File: config.mk
export PLATFORM = sky130hd
export DESIGN_NAME = sortable_fifo_queue_top
export DESIGN_NICKNAME = d
export VERILOG_FILES = /design/src/sfq_pkg.sv /design/src/sfq_store.sv /design/src/sortable_fifo_queue_top.sv
export VERILOG_INCLUDE_DIRS = /design/src /design/src/src
export SDC_FILE = /design/constraint.sdc
export NUM_CORES = 1
export LEC_CHECK = 0
export BUFFER_PORTS_ARGS = -buffer_cell sky130_fd_sc_hd__clkbuf_2
export CAP_MARGIN = 20
export CORE_UTILIZATION = 50
export CTS_CLUSTER_DIAMETER = 100
export CTS_CLUSTER_SIZE = 20
export DETAILED_ROUTE_END_ITERATION = 12
export PLACE_DENSITY = 0.81
export REMOVE_ABC_BUFFERS = 1
export SLEW_MARGIN = 20
export SYNTH_ARGS = -nofsm -noshare
export SYNTH_HDL_FRONTEND = slang
export SYNTH_HIERARCHICAL = 1
export SYNTH_SLANG_ARGS = --single-unit
export TNS_END_PERCENT = 100
File: constraint.sdc
create_clock -name clk -period 4.9 [get_ports clk]
set_input_delay 0.49 -clock clk [delete_from_list [all_inputs] [get_ports clk]]
set_output_delay 0.49 -clock clk [all_outputs]
set_load 0.02 [all_outputs]
File: src/sortable_fifo_queue_top_defines.svh
// Assertion macros for the sortable FIFO queue.
// Used by sortable_fifo_queue_top; needs clk and rst_n in scope.
`ifndef SORTABLE_FIFO_QUEUE_TOP_DEFINES_SVH
`define SORTABLE_FIFO_QUEUE_TOP_DEFINES_SVH

// hold: antecedent implies consequent in the same cycle
`define SFQ_ASSERT_NOW(label, ante, cons, msg) \
    label: assert property (@(posedge clk) disable iff (!rst_n) (ante) |-> (cons)) \
        else $error(msg);

// hold: antecedent implies consequent in the next cycle
`define SFQ_ASSERT_NEXT(label, ante, cons, msg) \
    label: assert property (@(posedge clk) disable iff (!rst_n) (ante) |=> (cons)) \
        else $error(msg);

`endif

File: src/sfq_pkg.sv
// Shared types, constants and helpers for the sortable FIFO queue.
// No dependencies; used by sfq_store and sortable_fifo_queue_top.
`default_nettype none

package sfq_pkg;

    localparam int DEPTH     = 16;
    localparam int DATA_W    = 32;
    localparam int IDX_W     = $clog2(DEPTH);
    localparam int CNT_W     = $clog2(DEPTH + 1);
    localparam int OP_W      = 2;
    localparam int STAT_W    = 2;
    localparam int S_TDATA_W = ((DATA_W + 7) / 8) * 8;
    localparam int M_TDATA_W = ((DATA_W + CNT_W + 7) / 8) * 8;

    localparam logic [OP_W-1:0] OP_ENQ  = 2'd0;
    localparam logic [OP_W-1:0] OP_DEQ  = 2'd1;
    localparam logic [OP_W-1:0] OP_SORT = 2'd2;

    localparam logic [STAT_W-1:0] ST_OK    = 2'd0;
    localparam logic [STAT_W-1:0] ST_EMPTY = 2'd1;
    localparam logic [STAT_W-1:0] ST_FULL  = 2'd2;

    typedef enum logic [3:0] {
        S_IDLE,
        S_EXEC,
        S_DEQ_RD,
        S_SORT_LD,
        S_SORT_AI,
        S_SORT_RDJ,
        S_SORT_CMP,
        S_SORT_WI,
        S_OUT
    } state_t;

    typedef struct packed {
        logic                     we;
        logic [IDX_W-1:0]         waddr;
        logic signed [DATA_W-1:0] wdata;
        logic [IDX_W-1:0]         raddr;
    } mem_req_t;

    function automatic logic [IDX_W-1:0] phys(input logic [IDX_W-1:0] head,
                                              input logic [CNT_W-1:0] lg);
        logic [CNT_W:0] sum;
        sum = {{(CNT_W + 1 - IDX_W){1'b0}}, head} + {1'b0, lg};
        if (sum >= (CNT_W + 1)'(DEPTH))
            sum = sum - (CNT_W + 1)'(DEPTH);
        return sum[IDX_W-1:0];
    endfunction

endpackage

`default_nettype wire

File: src/sfq_store.sv
// Ring storage of the sortable FIFO queue: one write port, one registered read port.
// Depends on sfq_pkg.
`default_nettype none

module sfq_store (
    input  wire logic                             clk,
    input  wire sfq_pkg::mem_req_t                req,
    output logic signed [sfq_pkg::DATA_W-1:0]     rdata
);

    logic signed [sfq_pkg::DATA_W-1:0] mem [sfq_pkg::DEPTH];

    always_ff @(posedge clk)
    begin
        if (req.we)
        begin
            mem[req.waddr] <= req.wdata;
        end
        rdata <= mem[req.raddr];
    end

endmodule

`default_nettype wire

File: src/sortable_fifo_queue_top.sv
// Sortable FIFO queue: a 16-entry ring of signed 32-bit values that takes one operation per
// input transfer (enqueue, dequeue, sort ascending) and returns one result transfer for each.
// Enqueue executes and returns its result; dequeue also reads the store. Sort walks an
// exchange sort through the ring store, which has one write port and one registered read
// port: each outer position loads its entry, each compare-exchange reads and compares one
// later entry, and the smallest value is written back to the outer position. Input is not
// ready while an operation runs; a finished result waits in an output register while the
// next one is taken.
// Depends on sfq_pkg, sfq_store and sortable_fifo_queue_top_defines.svh.
`default_nettype none
`include "sortable_fifo_queue_top_defines.svh"

module sortable_fifo_queue_top (
    input  wire logic                              clk,
    input  wire logic                              rst_n,
    input  wire logic                              s_axis_tvalid,
    output logic                                   s_axis_tready,
    input  wire logic [sfq_pkg::S_TDATA_W-1:0]     s_axis_tdata,  // [31:0] value
    input  wire logic [sfq_pkg::OP_W-1:0]          s_axis_tuser,  // [1:0] opcode
    output logic                                   m_axis_tvalid,
    input  wire logic                              m_axis_tready,
    output logic [sfq_pkg::M_TDATA_W-1:0]          m_axis_tdata,  // [31:0] popped_value,
                                                                  // [36:32] entry_count
    output logic [sfq_pkg::STAT_W-1:0]             m_axis_tuser   // [1:0] status
);

    sfq_pkg::state_t state_reg, state_next;

    logic [sfq_pkg::OP_W-1:0]          op_reg, op_next;
    logic signed [sfq_pkg::DATA_W-1:0] value_reg, value_next;
    logic [sfq_pkg::IDX_W-1:0]         head_reg, head_next;
    logic [sfq_pkg::CNT_W-1:0]         count_reg, count_next;
    logic [sfq_pkg::CNT_W-1:0]         i_reg, i_next;
    logic [sfq_pkg::CNT_W-1:0]         j_reg, j_next;
    logic signed [sfq_pkg::DATA_W-1:0] a_reg, a_next;
    logic signed [sfq_pkg::DATA_W-1:0] popped_reg, popped_next;
    logic [sfq_pkg::STAT_W-1:0]        status_reg, status_next;
    logic                              m_valid_reg, m_valid_next;
    logic signed [sfq_pkg::DATA_W-1:0] m_popped_reg, m_popped_next;
    logic [sfq_pkg::STAT_W-1:0]        m_status_reg, m_status_next;
    logic [sfq_pkg::CNT_W-1:0]         m_count_reg, m_count_next;

    sfq_pkg::mem_req_t                 mem_req;
    logic signed [sfq_pkg::DATA_W-1:0] rdata;

    logic in_xfer;
    logic out_free;
    logic full;
    logic empty;
    logic j_more;
    logic i_more;
    logic swap;

    sfq_store u_store (
        .clk   (clk),
        .req   (mem_req),
        .rdata (rdata)
    );

    assign in_xfer  = s_axis_tvalid && s_axis_tready;
    assign out_free = !m_valid_reg || m_axis_tready;
    assign full     = (count_reg >= sfq_pkg::CNT_W'(sfq_pkg::DEPTH));
    assign empty    = (count_reg == '0);
    assign j_more   = ({1'b0, j_reg} + 1'b1) < {1'b0, count_reg};
    assign i_more   = ({1'b0, i_reg} + 2'd2) < {1'b0, count_reg};
    assign swap     = (a_reg >= rdata);

    // Next state
    always_comb
    begin
        state_next = state_reg;
        case (state_reg)
            sfq_pkg::S_IDLE:
            begin
                if (s_axis_tvalid)
                    state_next = sfq_pkg::S_EXEC;
            end
            sfq_pkg::S_EXEC:
            begin
                case (op_reg)
                    sfq_pkg::OP_DEQ:  state_next = empty ? sfq_pkg::S_OUT : sfq_pkg::S_DEQ_RD;
                    sfq_pkg::OP_SORT:
                    begin
                        if (count_reg < sfq_pkg::CNT_W'(2))
                            state_next = sfq_pkg::S_OUT;
                        else
                            state_next = sfq_pkg::S_SORT_LD;
                    end
                    default:          state_next = sfq_pkg::S_OUT;
                endcase
            end
            sfq_pkg::S_DEQ_RD:   state_next = sfq_pkg::S_OUT;
            sfq_pkg::S_SORT_LD:  state_next = sfq_pkg::S_SORT_AI;
            sfq_pkg::S_SORT_AI:  state_next = sfq_pkg::S_SORT_CMP;
            sfq_pkg::S_SORT_RDJ: state_next = sfq_pkg::S_SORT_CMP;
            sfq_pkg::S_SORT_CMP: state_next = j_more ? sfq_pkg::S_SORT_RDJ : sfq_pkg::S_SORT_WI;
            sfq_pkg::S_SORT_WI:  state_next = i_more ? sfq_pkg::S_SORT_LD : sfq_pkg::S_OUT;
            sfq_pkg::S_OUT:
            begin
                if (out_free)
                    state_next = sfq_pkg::S_IDLE;
            end
            default:             state_next = sfq_pkg::S_IDLE;
        endcase
    end

    // Store port and input ready
    always_comb
    begin
        s_axis_tready = 1'b0;
        mem_req.we    = 1'b0;
        mem_req.waddr = sfq_pkg::phys(head_reg, j_reg);
        mem_req.wdata = a_reg;
        mem_req.raddr = head_reg;
        case (state_reg)
            sfq_pkg::S_IDLE:
            begin
                s_axis_tready = 1'b1;
            end
            sfq_pkg::S_EXEC:
            begin
                if (op_reg == sfq_pkg::OP_ENQ && !full)
                begin
                    mem_req.we    = 1'b1;
                    mem_req.waddr = sfq_pkg::phys(head_reg, count_reg);
                    mem_req.wdata = value_reg;
                end
            end
            sfq_pkg::S_SORT_LD:
            begin
                mem_req.raddr = sfq_pkg::phys(head_reg, i_reg);
            end
            sfq_pkg::S_SORT_AI, sfq_pkg::S_SORT_RDJ:
            begin
                mem_req.raddr = sfq_pkg::phys(head_reg, j_reg);
            end
            sfq_pkg::S_SORT_CMP:
            begin
                mem_req.we = swap;
            end
            sfq_pkg::S_SORT_WI:
            begin
                mem_req.we    = 1'b1;
                mem_req.waddr = sfq_pkg::phys(head_reg, i_reg);
            end
            default:
            begin
                s_axis_tready = 1'b0;
            end
        endcase
    end

    // Datapath
    always_comb
    begin
        op_next       = op_reg;
        value_next    = value_reg;
        head_next     = head_reg;
        count_next    = count_reg;
        i_next        = i_reg;
        j_next        = j_reg;
        a_next        = a_reg;
        popped_next   = popped_reg;
        status_next   = status_reg;
        m_valid_next  = m_valid_reg && !m_axis_tready;
        m_popped_next = m_popped_reg;
        m_status_next = m_status_reg;
        m_count_next  = m_count_reg;
        case (state_reg)
            sfq_pkg::S_IDLE:
            begin
                if (in_xfer)
                begin
                    op_next     = s_axis_tuser;
                    value_next  = s_axis_tdata[sfq_pkg::DATA_W-1:0];
                    popped_next = '0;
                    status_next = sfq_pkg::ST_OK;
                end
            end
            sfq_pkg::S_EXEC:
            begin
                i_next = '0;
                j_next = sfq_pkg::CNT_W'(1);
                case (op_reg)
                    sfq_pkg::OP_ENQ:
                    begin
                        if (full)
                            status_next = sfq_pkg::ST_FULL;
                        else
                            count_next = count_reg + 1'b1;
                    end
                    sfq_pkg::OP_DEQ:
                    begin
                        if (empty)
                            status_next = sfq_pkg::ST_EMPTY;
                    end
                    default:
                    begin
                        status_next = sfq_pkg::ST_OK;
                    end
                endcase
            end
            sfq_pkg::S_DEQ_RD:
            begin
                popped_next = rdata;
                count_next  = count_reg - 1'b1;
                if (count_reg == sfq_pkg::CNT_W'(1))
                    head_next = '0;
                else
                    head_next = sfq_pkg::phys(head_reg, sfq_pkg::CNT_W'(1));
            end
            sfq_pkg::S_SORT_AI:
            begin
                a_next = rdata;
            end
            sfq_pkg::S_SORT_CMP:
            begin
                if (swap)
                    a_next = rdata;
                if (j_more)
                    j_next = j_reg + 1'b1;
            end
            sfq_pkg::S_SORT_WI:
            begin
                i_next = i_reg + 1'b1;
                j_next = i_reg + 2'd2;
            end
            sfq_pkg::S_OUT:
            begin
                if (out_free)
                begin
                    m_valid_next  = 1'b1;
                    m_popped_next = popped_reg;
                    m_status_next = status_reg;
                    m_count_next  = count_reg;
                end
            end
            default:
            begin
                a_next = a_reg;
            end
        endcase
    end

    always_ff @(posedge clk or negedge rst_n)
    begin
        if (!rst_n)
        begin
            state_reg   <= sfq_pkg::S_IDLE;
            head_reg    <= '0;
            count_reg   <= '0;
            m_valid_reg <= 1'b0;
        end
        else
        begin
            state_reg   <= state_next;
            head_reg    <= head_next;
            count_reg   <= count_next;
            m_valid_reg <= m_valid_next;
        end
    end

    always_ff @(posedge clk)
    begin
        op_reg       <= op_next;
        value_reg    <= value_next;
        i_reg        <= i_next;
        j_reg        <= j_next;
        a_reg        <= a_next;
        popped_reg   <= popped_next;
        status_reg   <= status_next;
        m_popped_reg <= m_popped_next;
        m_status_reg <= m_status_next;
        m_count_reg  <= m_count_next;
    end

    assign m_axis_tvalid = m_valid_reg;
    assign m_axis_tuser  = m_status_reg;
    assign m_axis_tdata  = {{(sfq_pkg::M_TDATA_W - sfq_pkg::DATA_W - sfq_pkg::CNT_W){1'b0}},
                            m_count_reg, m_popped_reg};

    `SFQ_ASSERT_NOW(a_count_bound, 1'b1,
        count_reg <= sfq_pkg::CNT_W'(sfq_pkg::DEPTH), "count above depth")
    `SFQ_ASSERT_NEXT(a_xfer_exec, in_xfer,
        state_reg == sfq_pkg::S_EXEC, "transfer not executed")
    `SFQ_ASSERT_NEXT(a_sort_count, state_reg == sfq_pkg::S_SORT_CMP,
        $stable(count_reg), "sort changed count")
    `SFQ_ASSERT_NOW(a_full_count, m_axis_tvalid && m_axis_tuser == sfq_pkg::ST_FULL,
        m_count_reg == sfq_pkg::CNT_W'(sfq_pkg::DEPTH), "full status with room left")

endmodule

`default_nettype wire
Word level (Yosys, flattened, before mapping)
Memories as Yosys holds them, arrays and structs flattened. A register that Yosys moved wholly into a read port is not among the register bits.
Cells that the tools add are included.
{ "classes": {"muxes": 38, "n_reduce_logical": 25, "magnitude_cmp": 9, "add_sub_neg": 15, "eq_ne": 20} }
{ "op_table": {"columns": ["cell", "n"], "rows": [
  ["case mux 32 bit (2 select lines)", 2],
  ["two-way mux 32 bit", 3],
  ["two-way mux 4 bit", 10],
  ["two-way mux 37 bit", 1],
  [">= comparator 32 bit", 1],
  ["case mux 4 bit (8 select lines)", 1],
  ["case mux 4 bit (2 select lines)", 3],
  ["case mux 5 bit (2 select lines)", 2],
  ["adder 4 x 5 -> 6 bit", 3],
  [">= comparator 6 x 5 -> 1 bit (second input constant)", 3],
  ["equality test 4 x 3 -> 1 bit (second input constant)", 4],
  ["subtractor 4 x 1 -> 4 bit (second input constant)", 4],
  ["adder 5 x 1 -> 5 bit (second input constant)", 3],
  ["two-way mux 5 bit", 3],
  ["case mux 5 bit (3 select lines)", 1],
  ["!= test 2 bit (second input constant)", 7],
  ["< comparator 6 x 5 -> 1 bit", 2],
  ["AND reduction 2 bit", 6],
  [">= comparator 5 bit (second input constant)", 2],
  ["nonzero test 2 bit", 5],
  ["equality test 4 x 2 -> 1 bit (second input constant)", 2],
  ["two-way mux 2 bit", 4],
  ["case mux 2 bit (2 select lines)", 2],
  ["adder 5 x 1 -> 6 bit (second input constant)", 1],
  ["23 further kinds", 32]
]} }
{ "totals": {"mem_count": 1, "ramBits": 512, "input_bits": 38, "elab_cells": 122, "ff_bits": 163, "out_inout_bits": 44} }
{ "mem_list": {"columns": ["name", "depth", "word_bits", "read_ports", "rd_clocked_by_memory_dff", "write_ports", "line", "rtl"], "rows": [
  ["u_store.mem", 16, 32, 1, 1, 1, "sfq_store.sv:11", "logic signed [sfq_pkg::DATA_W-1:0] mem [sfq_pkg::DEPTH];"]
]} }

Longest topological paths before layout
Gate-level depths: netlist (run 1).
{ "logic_depth": {"depth_word": 7, "mapped_depth": 12, "depth_no_buf": 10} }

By module
Netlist (run 1), hierarchy kept.
{ "by_module_without_submodules": {"columns": ["module", "seq_area_each_um2", "instances", "area_each_um2", "cells_per_inst"], "rows": [
  ["sfq_store", 16015.4, 1, 19835.3, 838],
  ["sortable_fifo_queue_top", 4824.6, 1, 7781.2, 648]
]} }

Worst setup path after synthesis (run 1)
No wires, ideal clock.
{ "synth_path": {"kind": "register to register", "startpoint": "register head_reg[1] (netlist bit)", "endpoint": "memory u_store/mem[0][0] (netlist bit), enable pin", "period_less_slack_ns": 4.771, "setup_ns": 0.461, "t_required_ns": 4.439, "arrival_time_ns": 4.310, "path_buffers": 0, "slack_ns": 0.129, "path_stages_with_launch": 10, "path_cell_list": "dfrtp_1 -> ha_1 -> a21o_1 -> a21oi_1 -> xnor2_1 -> xor2_1 -> nand2_1 -> o221ai_1 -> or3b_2 -> nor3_1"} }
{ "synth_lines": {"columns": ["item", "line", "rtl"], "rows": [
  ["start, declared", "sortable_fifo_queue_top.sv:31", "logic [sfq_pkg::IDX_W-1:0] head_reg, head_next;"],
  ["start signal, assigned", "sortable_fifo_queue_top.sv:257", "head_reg <= head_next;"],
  ["end, declared", "sfq_store.sv:11", null]
]} }

==> results of run 1 <==
-- cell type report --
cell class,instances,area (um2),area share (%)
inverters,46,173,0.567
multi-input cells,667,6430,21.1
flip-flops and latches,707,20800,68.4
clock inverters,6,108,0.353
repair buffers,121,891,2.93
well taps,696,871,2.86
clock buffers,70,1130,3.73
-- metrics by stage --
stage                     TNS [ns]  utilization, %  power (mW)
after floorplan             -66.96               -        12.3
after global placement           0            53.8        14.5
after detailed placement         0            53.8        14.8
after CTS                        0            56.1        18.3
after global routing             0            56.1        19.1
final                            0            56.1        18.3
-- power by group --
part           internal, mW  switching (mW)
registers              7.75           0.384
logic                  2.69            3.88
clock network          1.71            1.86
-- final timing paths --
path,startpoint,to,slack (ns)
min in group asynchronous,rst_n,head_reg[0]$_DFFE_PN0P_,0.34
max reg2reg,state_reg[0]$_DFFE_PN0P_,u_store/mem[3][14]$_DFFE_PP_,0.97
min reg2reg,popped_reg[10]$_SDFFCE_PN0P_,m_popped_reg[10]$_DFFE_PP_,0.42
max in group asynchronous,rst_n,count_reg[1]$_DFFE_PN0P_,4.27
max,state_reg[0]$_DFFE_PN0P_,u_store/mem[3][14]$_DFFE_PP_,0.97
min,s_axis_tdata[20],value_reg[20]$_DFFE_PP_,0.06
-- worst max-delay path: stages, from the launching register on --
cell	delay [ns]
dfrtp_1	0.68
and3_4	0.35
and2_4	0.52
nor2_1	0.20
nand2_1	0.10
o221ai_1	0.22
or3b_2	0.65
nor2_4	0.63
buf_12	0.26
-- routing by layer --
metal | part of all wire, % | routed length (um) | up-vias
li1 | - | - | 6022
met1 | 38 | 23400 | 7392
met2 | 48 | 29700 | 787
met3 | 11 | 6450 | 119
met4 | 2.9 | 1800 | 0
met5 | 0 | 0 | -
-- placed cells by master, fill, tap and decap left out, types with 4 or more instances in the layout --
cell type and count:
buf_4 28, nor3_1 7, a22oi_1 70, dfxtp_1 32, edfxtp_1 661, nor2_1 64, and3_1 4, ha_1 60
a21oi_1 22, clkbuf_16 41, xor2_1 7, buf_12 14, o21ai_0 11, and2_1 5, nand4_1 9, clkbuf_1 29
nand3_1 17, nor2_4 15, inv_1 45, a21o_1 9, clkbuf_2 78, dfrtp_1 14, nor3_2 5, xnor2_1 15
nand2b_1 6, nand2_1 154, mux4_2 128
-- cell families (layout without fill, tap and decap cells) --
group                      after synthesis  in the layout  share of synthesized area (%)
xor gates and xnor gates                22             22                          0.698
and+or+nand+nor                        311            311                           4.95
adders and majority gates               63             63                           2.94
AOI/OAI and AO/OA                      137            137                           3.48
buffers and inverters                  114            243                           1.91
DFF                                    707            707                           75.5
muxes                                  131            131                           10.6
other                                    1              3                         0.0136
-- repair_timing --
item / in CTS / in global routing
buffers inserted: 0 / 0
endpoints found under the setup margin: 0 / 0
hold buffers: 1 / 0
hold endpoints to repair: 14 / 0
==> summary.md, run 1 <==
| Metric | Value |
|---|---|
| Yosys top cell area share | `71.9%` |
| First-pass GRT wire length | `91.2 mm` |
| TritonCTS clock tree | `done` |
| Crit path DAT | `4.23 ns` |
| Dpl hpwl | `37.3 mm` |
| PnR worst setup slack | `0.966 ns` |
| Final Cell Area | `30,400 um2` |
| Min cycle time layout | `3.93 ns` |
| Antenna Nets Post-Route | `0` |
| Vias | `14,320` |
| Met1 usage | `30.3%` |
| Unique masters post-synth | `58` |
| Number of flip-flops in the largest register | `512` |
| Post-cts resize count | `0` |
| Clk sinks | `707` |
| Clock skew | `0.0245 ns` |
| Reg2reg path depth | `8` |
| CTS H-tree depth | `2` |
| Drt wl/cell | `26.5 um` |
| Clock-pin slew on the worst setup and hold paths | `0.08 ns` |
| Routed WL | `61.3 mm` |
| Synth Flop Type | `edfxtp_1` |
| Top cells by area in the synthesized netlist | `edfxtp_1 (72%), mux4_2 (10%), ha_1 (2.7%)` |
| Slew @ Worst Pin | `0.811 ns` |
| Fill count | `3,958` |
| Area grow syn2layout | `10.2%` |
| Layout Cells excl Fill | `2,313` |
| Fmax achieved | `254 MHz` |
| Largest net degree at the start of global routing | `54` |
| Die area | `56,200 um2` |
| Hold Path Class | `in2reg` |
| Share of cells above drive strength 1 | `20.8%` |
| Post-place setup slack | `1.09 ns` |
| Via/cell ratio | `6.19` |
| PwrDens | `600 nW/um2` |
| Synthesis warning total | `6` |
| Die height | `237 um` |
| Final nets | `1,685` |
| Top cells by count, synth | `edfxtp_1 (661), nand2_1 (155), mux4_2 (128)` |
| # placed instances | `2,236` |
| Grt met2 use | `35.7%` |
| P_leak | `10.3 nW` |
| Asr flop ratio synth | `1.98%` |
| Slew HR | `45.9%` |
| Core ar. | `54,200 um2` |
| CTS buffer count | `41` |
| Total grt overflow | `0` |
| Total GRT Usage | `22.3%` |
| Ant diodes | `0` |
| Critical path type | `reg2reg` |
| Critical Path End Type | `register` |
| PortBufs | `78` |
| Register area share after synthesis | `75.5%` |
| Yosys reg bits | `707` |
| MaxCap Viol Count | `0` |
| Unrepaired setup endpoints after global routing | `false` |
| DR iter-0 viols | `1,628` |
| Row count | `85` |
| DP Area | `29,200 um2` |
| Synth Area per Inst | `18.6 um2` |
| Most numerous cell in the Yosys netlist | `edfxtp_1` |
| Antenna violations before repair | `0` |
| Drt first pass iters | `5` |
| Cell taking the most area after synthesis | `edfxtp_1` |
| Startpoint Class | `register` |
| Status | `finished clean` |
| Gpl congestion | `0.905` |
| Initial Utilization | `50.9%` |
| EDFF count, synth | `661` |
| Io pins | `82` |
| Worst hold stages | `1` |
| Clk Latency, worst-skew pair | `0.60 ns` |
| Width of the die | `237 um` |
| GR Layer Usage met3 | `5.20%` |
| VDD IR-drop max | `0.000434 V` |
| Final period utilization | `80.3%` |
| Hold Vio Cnt, Final | `0` |
| Largest Register | `u_store/mem` |
| Clock Tree Buf Depth | `3` |
| Post-route DRC violation count | `0` |
| Vias in the first global route | `14,466` |
| Critical path data required time | `5.20 ns` |
| Max FO, Critical Path | `41` |
| Cell area after synthesis | `27,600 um2` |
| Setup violators final | `0` |
| Gr busiest metal | `met2` |
| Worst hold margin | `0.0631 ns` |
| Clock root cell | `clkbuf_16` |
| Slew Viols, Final | `0` |
| Synth Instances | `1,486` |
No activity file was read; power rests on OpenSTA's default activity.
==> inputs of run 2 (changes only) <==
Settings changed: PLACE_DENSITY 0.81 to 0.78.
Clock period 4.9 ns to 3.9 ns, I/O delays scaled along.
==> summary.md, run 2 (synthesis results as in run 1) <==
| Metric | Value |
|---|---|
| CTS H-tree depth | `2` |
| Startpoint Class | `register` |
| Slew Viols, Final | `0` |
| Final period utilization | `93.5%` |
| Worst R2R Start | `a_reg[19]$_DFFE_PP_` |
| Sw frac | `33.5%` |
| Most frequent cells in the layout | `edfxtp_1 (661), nand2_1 (154), mux4_2 (128), clkbuf_2 (78), a22oi_1 (70)` |
| Hold Crit Endpoint | `m_axis_tvalid$_DFF_PN0_` |
| Vias in the first global route | `14,401` |
| Clk sinks | `707` |
| Routed WL | `61.0 mm` |
| Post-cts resize count | `0` |
| Setup violators final | `0` |
| Min-delay src | `m_axis_tready` |
| Logic pwr share | `36.6%` |
| Worst hold stages | `3` |
| Row count | `85` |
| Hold-fix buffers, CTS | `35` |
| Clock-pin slew on the worst setup and hold paths | `0.08 ns` |
| Post-CTS setup buffer count | `0` |
| Die area | `56,200 um2` |
| Clock power share | `19.2%` |
| Total GRT Usage | `22.2%` |
| Cell Int Power | `15.4 mW` |
| Core ar. | `54,200 um2` |
| Switching pwr | `7.74 mW` |
| Antenna Nets Post-Route | `0` |
| R2r endpoint | `u_store/mem[0][19]$_DFFE_PP_` |
| Crit path DAT | `3.91 ns` |
| PortBufs | `78` |
| Final nets | `1,736` |
| PwrDens | `749 nW/um2` |
| Width of the die | `237 um` |
| First-pass GRT wire length | `90.9 mm` |
| Io pins | `82` |
| TritonCTS clock tree | `done` |
| Largest Register | `u_store/mem` |
| Min cycle time layout | `3.65 ns` |
| Status | `finished clean` |
| Largest net degree at the start of global routing | `40` |
| DR iter-0 viols | `1,580` |
| Drt first pass iters | `5` |
| Clock Tree Buf Depth | `3` |
| Area grow syn2layout | `11.7%` |
| Clock skew | `0.0245 ns` |
| Post-route DRC violation count | `0` |
| Critical path type | `reg2reg` |
| Critical Path End Type | `register` |
| Drt wl/cell | `25.8 um` |
| CTS buffer count | `41` |
| Hold Path Class | `in2reg` |
| Sequential Power Share | `44.3%` |
| Number of flip-flops in the largest register | `512` |
| Critical-path cell list | `ha_1, nand4_1, nor3_1, a22oi_1, o211ai_1, nand4_1, nand3_1, or3b_2, nor3_2, buf_4` |
| Fmax achieved | `274 MHz` |
| Share of cells above drive strength 1 | `21.2%` |
| Antenna violations before repair | `0` |
| Via/cell ratio | `6.05` |
| Gpl congestion | `0.871` |
| Slew @ Worst Pin | `1.10 ns` |
| R2R Setup Slk | `0.25 ns` |
| Hold Vio Cnt, Final | `0` |
| Dpl hpwl | `37.6 mm` |
| Critical path data required time | `4.17 ns` |
| Leading cell type in the layout, fill and taps excluded | `edfxtp_1` |
| Most frequent cell on the critical path | `nand4_1` |
| Unrepaired setup endpoints after global routing | `false` |
| Worst hold margin | `0.0987 ns` |
| Vias | `14,305` |
| Initial Utilization | `50.9%` |
| Clock root cell | `clkbuf_16` |
| P_leak | `10.5 nW` |
| Ant diodes | `0` |
| MaxCap Viol Count | `0` |
| Die height | `237 um` |
| Fin util | `56.9%` |
| Max FO, Critical Path | `19` |
| Worst path max stage delay | `0.59 ns` |
| Total grt overflow | `0` |
| Clk Latency, worst-skew pair | `0.60 ns` |
| Reg2reg path depth | `10` |
| VDD IR-drop max | `0.000605 V` |
| Slew HR | `26.8%` |
| Slowest cell on crit path | `or3b_2` |
==> run 2: critical path: cells and delay by family, from the launching register on <==
kind	cells	cell delay, ns
simple gates	6	1.82
buf+inv	1	0.33
fa+ha+maj	1	0.35
compound gates	2	0.41
flops	1	0.40
==> run 2: through the flow <==
stage	setup WS, ns	setup TNS, ns	instance area [um2]	cells	power [mW]
floorplan	-3.09	-197.24	27300	1420	15.1
finish	0.252	0	30900	2363	23.1
global route	0.0605	0	30900	2363	24.2
detailed placement	0.320	0	29300	2253	18.8
global placement	0.371	0	29300	2253	18.6
CTS	0.281	0	30900	2363	23.2
==> run 2: power by group through the flow <==
stage	Sequential (mW)	Clock [mW]	Combinational, mW
finish	10.2	4.43	8.45
global route	10.3	4.77	9.11
CTS	10.2	4.51	8.49
detailed placement	10.4	0	8.41
global placement	10.4	0	8.20
floorplan	10.3	0	4.84
==> run 2: metal layers <==
metal | track usage, % | part of all wire, %
met1 | 30.0 | 39
met2 | 36.6 | 49
met3 | 4.21 | 8.6
met4 | 7.14 | 3.1
met5 | 0 | 0
==> run 2: worst max path at each step <==
stage,start,to,slack (ns),cells past startpoint
detailed placement,a_reg[19]$_DFFE_PP_,u_store/mem[0][9]$_DFFE_PP_,0.32,10
floorplan,state_reg[0]$_DFFE_PN0P_,u_store/rdata[0]$_DFF_P_,-3.09,8
CTS,a_reg[19]$_DFFE_PP_,u_store/mem[0][19]$_DFFE_PP_,0.28,10
global route,u_store/rdata[19]$_DFF_P_,u_store/mem[0][24]$_DFFE_PP_,0.06,11
finish,a_reg[19]$_DFFE_PP_,u_store/mem[0][19]$_DFFE_PP_,0.25,10
global placement,a_reg[19]$_DFFE_PP_,u_store/mem[0][11]$_DFFE_PP_,0.37,10
==> run 2: layout make-up <==
| class | count | area [um2] |
|---|---|---|
| Fill cell | 3950 | 23400 |
| Timing Repair Buffer | 172 | 1320 |
| Inverter | 46 | 173 |
| Multi-Input combinational cell | 667 | 6430 |
| Sequential cell | 707 | 20800 |
| Clock inverter | 4 | 50.0 |
| Tap cell | 696 | 871 |
| Clock buffer | 71 | 1170 |
==> inputs of run 3 (changes only) <==
Settings changed: ABC_AREA from default to 1, CORE_UTILIZATION 50 to 40, CTS_CLUSTER_SIZE 20 to default, PLACE_DENSITY 0.78 to 0.67.
==> summary.md, run 3 <==
| Metric | Value |
|---|---|
| Row count | `100` |
| Fill count | `6,737` |
| Cell area after synthesis | `30,600 um2` |
| First-pass GRT wire length | `116 mm` |
| Critical path type | `reg2reg` |
| Hold Crit Endpoint | `value_reg[8]$_DFFE_PP_` |
| Drt wl/cell | `19.3 um` |
| Crit path DAT | `3.72 ns` |
| Slowest cell on crit path | `nor2_4` |
| Critical Path End Type | `register` |
| Routed WL | `76.8 mm` |
| Clock-pin slew on the worst setup and hold paths | `0.06 ns` |
| Clk sinks | `707` |
| P_leak | `14.8 nW` |
| Width of the die | `278 um` |
| R2r endpoint | `u_store/mem[12][11]$_DFFE_PP_` |
| Dpl hpwl | `48.3 mm` |
| Largest net degree at the start of global routing | `129` |
| Clock root cell | `clkbuf_16` |
| Register area share after synthesis | `68.2%` |
| CTS H-tree depth | `3` |
| VDD IR-drop max | `0.000655 V` |
| Synth Flop Type | `edfxtp_1` |
| Hold Path Class | `in2reg` |
| Worst R2R Start | `a_reg[19]$_DFFE_PP_` |
| Max FO, Critical Path | `19` |
| Slew @ Worst Pin | `0.868 ns` |
| Pwr Total | `27.8 mW` |
| Cell taking the most area after synthesis | `edfxtp_1` |
| Antenna violations before repair | `5` |
| Clock skew | `0.0286 ns` |
| Unrepaired setup endpoints after global routing | `false` |
| Final period utilization | `87.3%` |
| Core ar. | `74,900 um2` |
| Number of flip-flops in the largest register | `512` |
| Synth Instances | `2,828` |
| Gpl congestion | `0.911` |
| Most numerous cell in the Yosys netlist | `nand2_1` |
| Fmax achieved | `294 MHz` |
| Asr flop ratio synth | `1.98%` |
| Initial Utilization | `40.8%` |
| Leading cell type in the layout, fill and taps excluded | `nand2_1` |
| Final nets | `3,054` |
| Via/cell ratio | `5.00` |
| Reg2reg path depth | `16` |
| DR iter-0 viols | `1,941` |
| Total GRT Usage | `19.9%` |
| Io pins | `82` |
| Area grow syn2layout | `14.4%` |
| PortBufs | `78` |
| Slew HR | `41.9%` |
| MaxCap Viol Count | `0` |
| Total grt overflow | `0` |
| Synthesis warning total | `6` |
| Clk Latency, worst-skew pair | `0.63 ns` |
| Top cells by area in the synthesized netlist | `edfxtp_1 (65%), nand2_1 (11%), nand3_1 (6.7%)` |
| Yosys reg bits | `707` |
| Post-cts resize count | `0` |
| Most frequent cell on the critical path | `nand2_1` |
| Yosys top cell area share | `65.0%` |
| Fin util | `46.6%` |
| Antenna Nets Post-Route | `0` |
| Status | `finished clean` |
| Worst hold stages | `1` |
| Startpoint Class | `register` |
| TritonCTS clock tree | `done` |
| Unique masters post-synth | `46` |
| Synth Area per Inst | `10.8 um2` |
| R2R Setup Slk | `0.50 ns` |
| Largest Register | `u_store/mem` |
| Critical path data required time | `4.22 ns` |
| Hold Vio Cnt, Final | `0` |
| Post-route DRC violation count | `0` |
| Vias in the first global route | `18,885` |
| Min cycle time layout | `3.40 ns` |
| Share of cells above drive strength 1 | `9.37%` |
| Die area | `77,500 um2` |
| EDFF count, synth | `661` |
| Die height | `278 um` |
| Top cells by count, synth | `nand2_1 (859), edfxtp_1 (661), inv_1 (477)` |
| Clock Tree Buf Depth | `3` |
| CTS buffer count | `73` |
| Setup violators final | `0` |
| Worst path max stage delay | `0.56 ns` |
| Vias | `19,925` |
| Min-delay src | `s_axis_tdata[8]` |
| PwrDens | `795 nW/um2` |
| Critical-path cell list | `ha_1, nand2_1, nor2_1, nand2_1, inv_1, nand2_1, nor2_1, nand2_1, nand3_1, nand2_1, nand3_1, nand2_1, nand2_1, nand3_1, nor2_4, buf_12` |
| Slew Viols, Final | `0` |
| Drt first pass iters | `6` |
| Most frequent cells in the layout | `nand2_1 (858), edfxtp_1 (661), inv_1 (475), nand3_1 (409), clkbuf_2 (78)` |
run 3: layout make-up:
type | count | area, um2 | area share (%)
clock inverter | 38 | 380 | 1.09
inverter | 485 | 1830 | 5.23
sequential | 707 | 20800 | 59.6
tap | 969 | 1210 | 3.47
timing repair buffer | 167 | 1350 | 3.87
clock buffer | 95 | 1980 | 5.67
multi-input combinational | 1519 | 7340 | 21.0
antenna | 2 | 5.00 | 0.0143
run 3: cell families (layout without fill, tap and decap cells):
family                     after synthesis  after routing  synth area share [%]
AOI/OAI and AO/OA                       62             62                  1.24
muxes                                    1              1                0.0491
buffers and inverters                  604            785                  8.52
xor gates and xnor gates                18             18                 0.516
and+or+nand+nor                       1372           1372                  18.8
other                                    1              5                0.0123
DFF                                    707            707                  68.2
adders and majority gates               63             63                  2.65
run 3: how the worst max path moves through the flow:
stage	startpoint	to	slack [ns]	cells past startpoint
3_3_place_gp	a_reg[19]$_DFFE_PP_	u_store/mem[12][8]$_DFFE_PP_	0.58	16
3_5_place_dp	a_reg[19]$_DFFE_PP_	u_store/mem[12][26]$_DFFE_PP_	0.54	16
5_1_grt	a_reg[31]$_DFFE_PP_	u_store/mem[12][22]$_DFFE_PP_	0.21	16
4_1_cts	a_reg[19]$_DFFE_PP_	u_store/mem[12][22]$_DFFE_PP_	0.51	16
2_1_floorplan	state_reg[2]$_DFFE_PN0P_	u_store/rdata[0]$_DFF_P_	-12.45	13
6_report	a_reg[19]$_DFFE_PP_	u_store/mem[12][11]$_DFFE_PP_	0.50	16
run 3: critical path, delay by kind of cell, from the launching register on:
| kind | cells | cell delay (ns) |
|---|---|---|
| AND/OR/NAND/NOR | 13 | 2.04 |
| buffers and inverters | 2 | 0.32 |
| adder cells (fa/ha/maj) | 1 | 0.33 |
| flip-flops | 1 | 0.40 |
run 3: power by group:
group | leakage, nW | switching, mW | internal, mW
Sequential | 6.45 | 0.427 | 9.88
Clock | 1.15 | 2.93 | 4.01
Combinational | 7.17 | 7.68 | 2.87
run 3: repair_timing:
| action | CTS | global route |
|---|---|---|
| hold endpoints to repair | 46 | 0 |
| buffers inserted | 0 | 0 |
| hold buffers | 33 | 0 |
| endpoints found under the setup margin | 0 | 0 |
run 3: layer usage:
metal  part of all wire (%)  GRT usage [%]  wire length (um)  up-vias
li1                       -              -                 -     9477
met1                     43           28.1             33200     9534
met2                     44           29.7             33800      809
met3                     10           5.70              7970      105
met4                    2.3           6.02              1760        0
met5                      0              0                 0        -
run 3: stage by stage:
stage	setup slack [ns]	setup TNS [ns]	std cells	area, um2	hold slack (ns)
4_1_cts	0.510	0	3980	34900	0.00549
5_1_grt	0.215	0	3981	34900	0.0180
3_5_place_dp	0.542	0	3814	32200	0.332
6_report	0.497	0	3982	34900	0.0213
3_3_place_gp	0.583	0	3814	32200	0.336
2_1_floorplan	-12.45	-419.03	2711	29800	0.0944
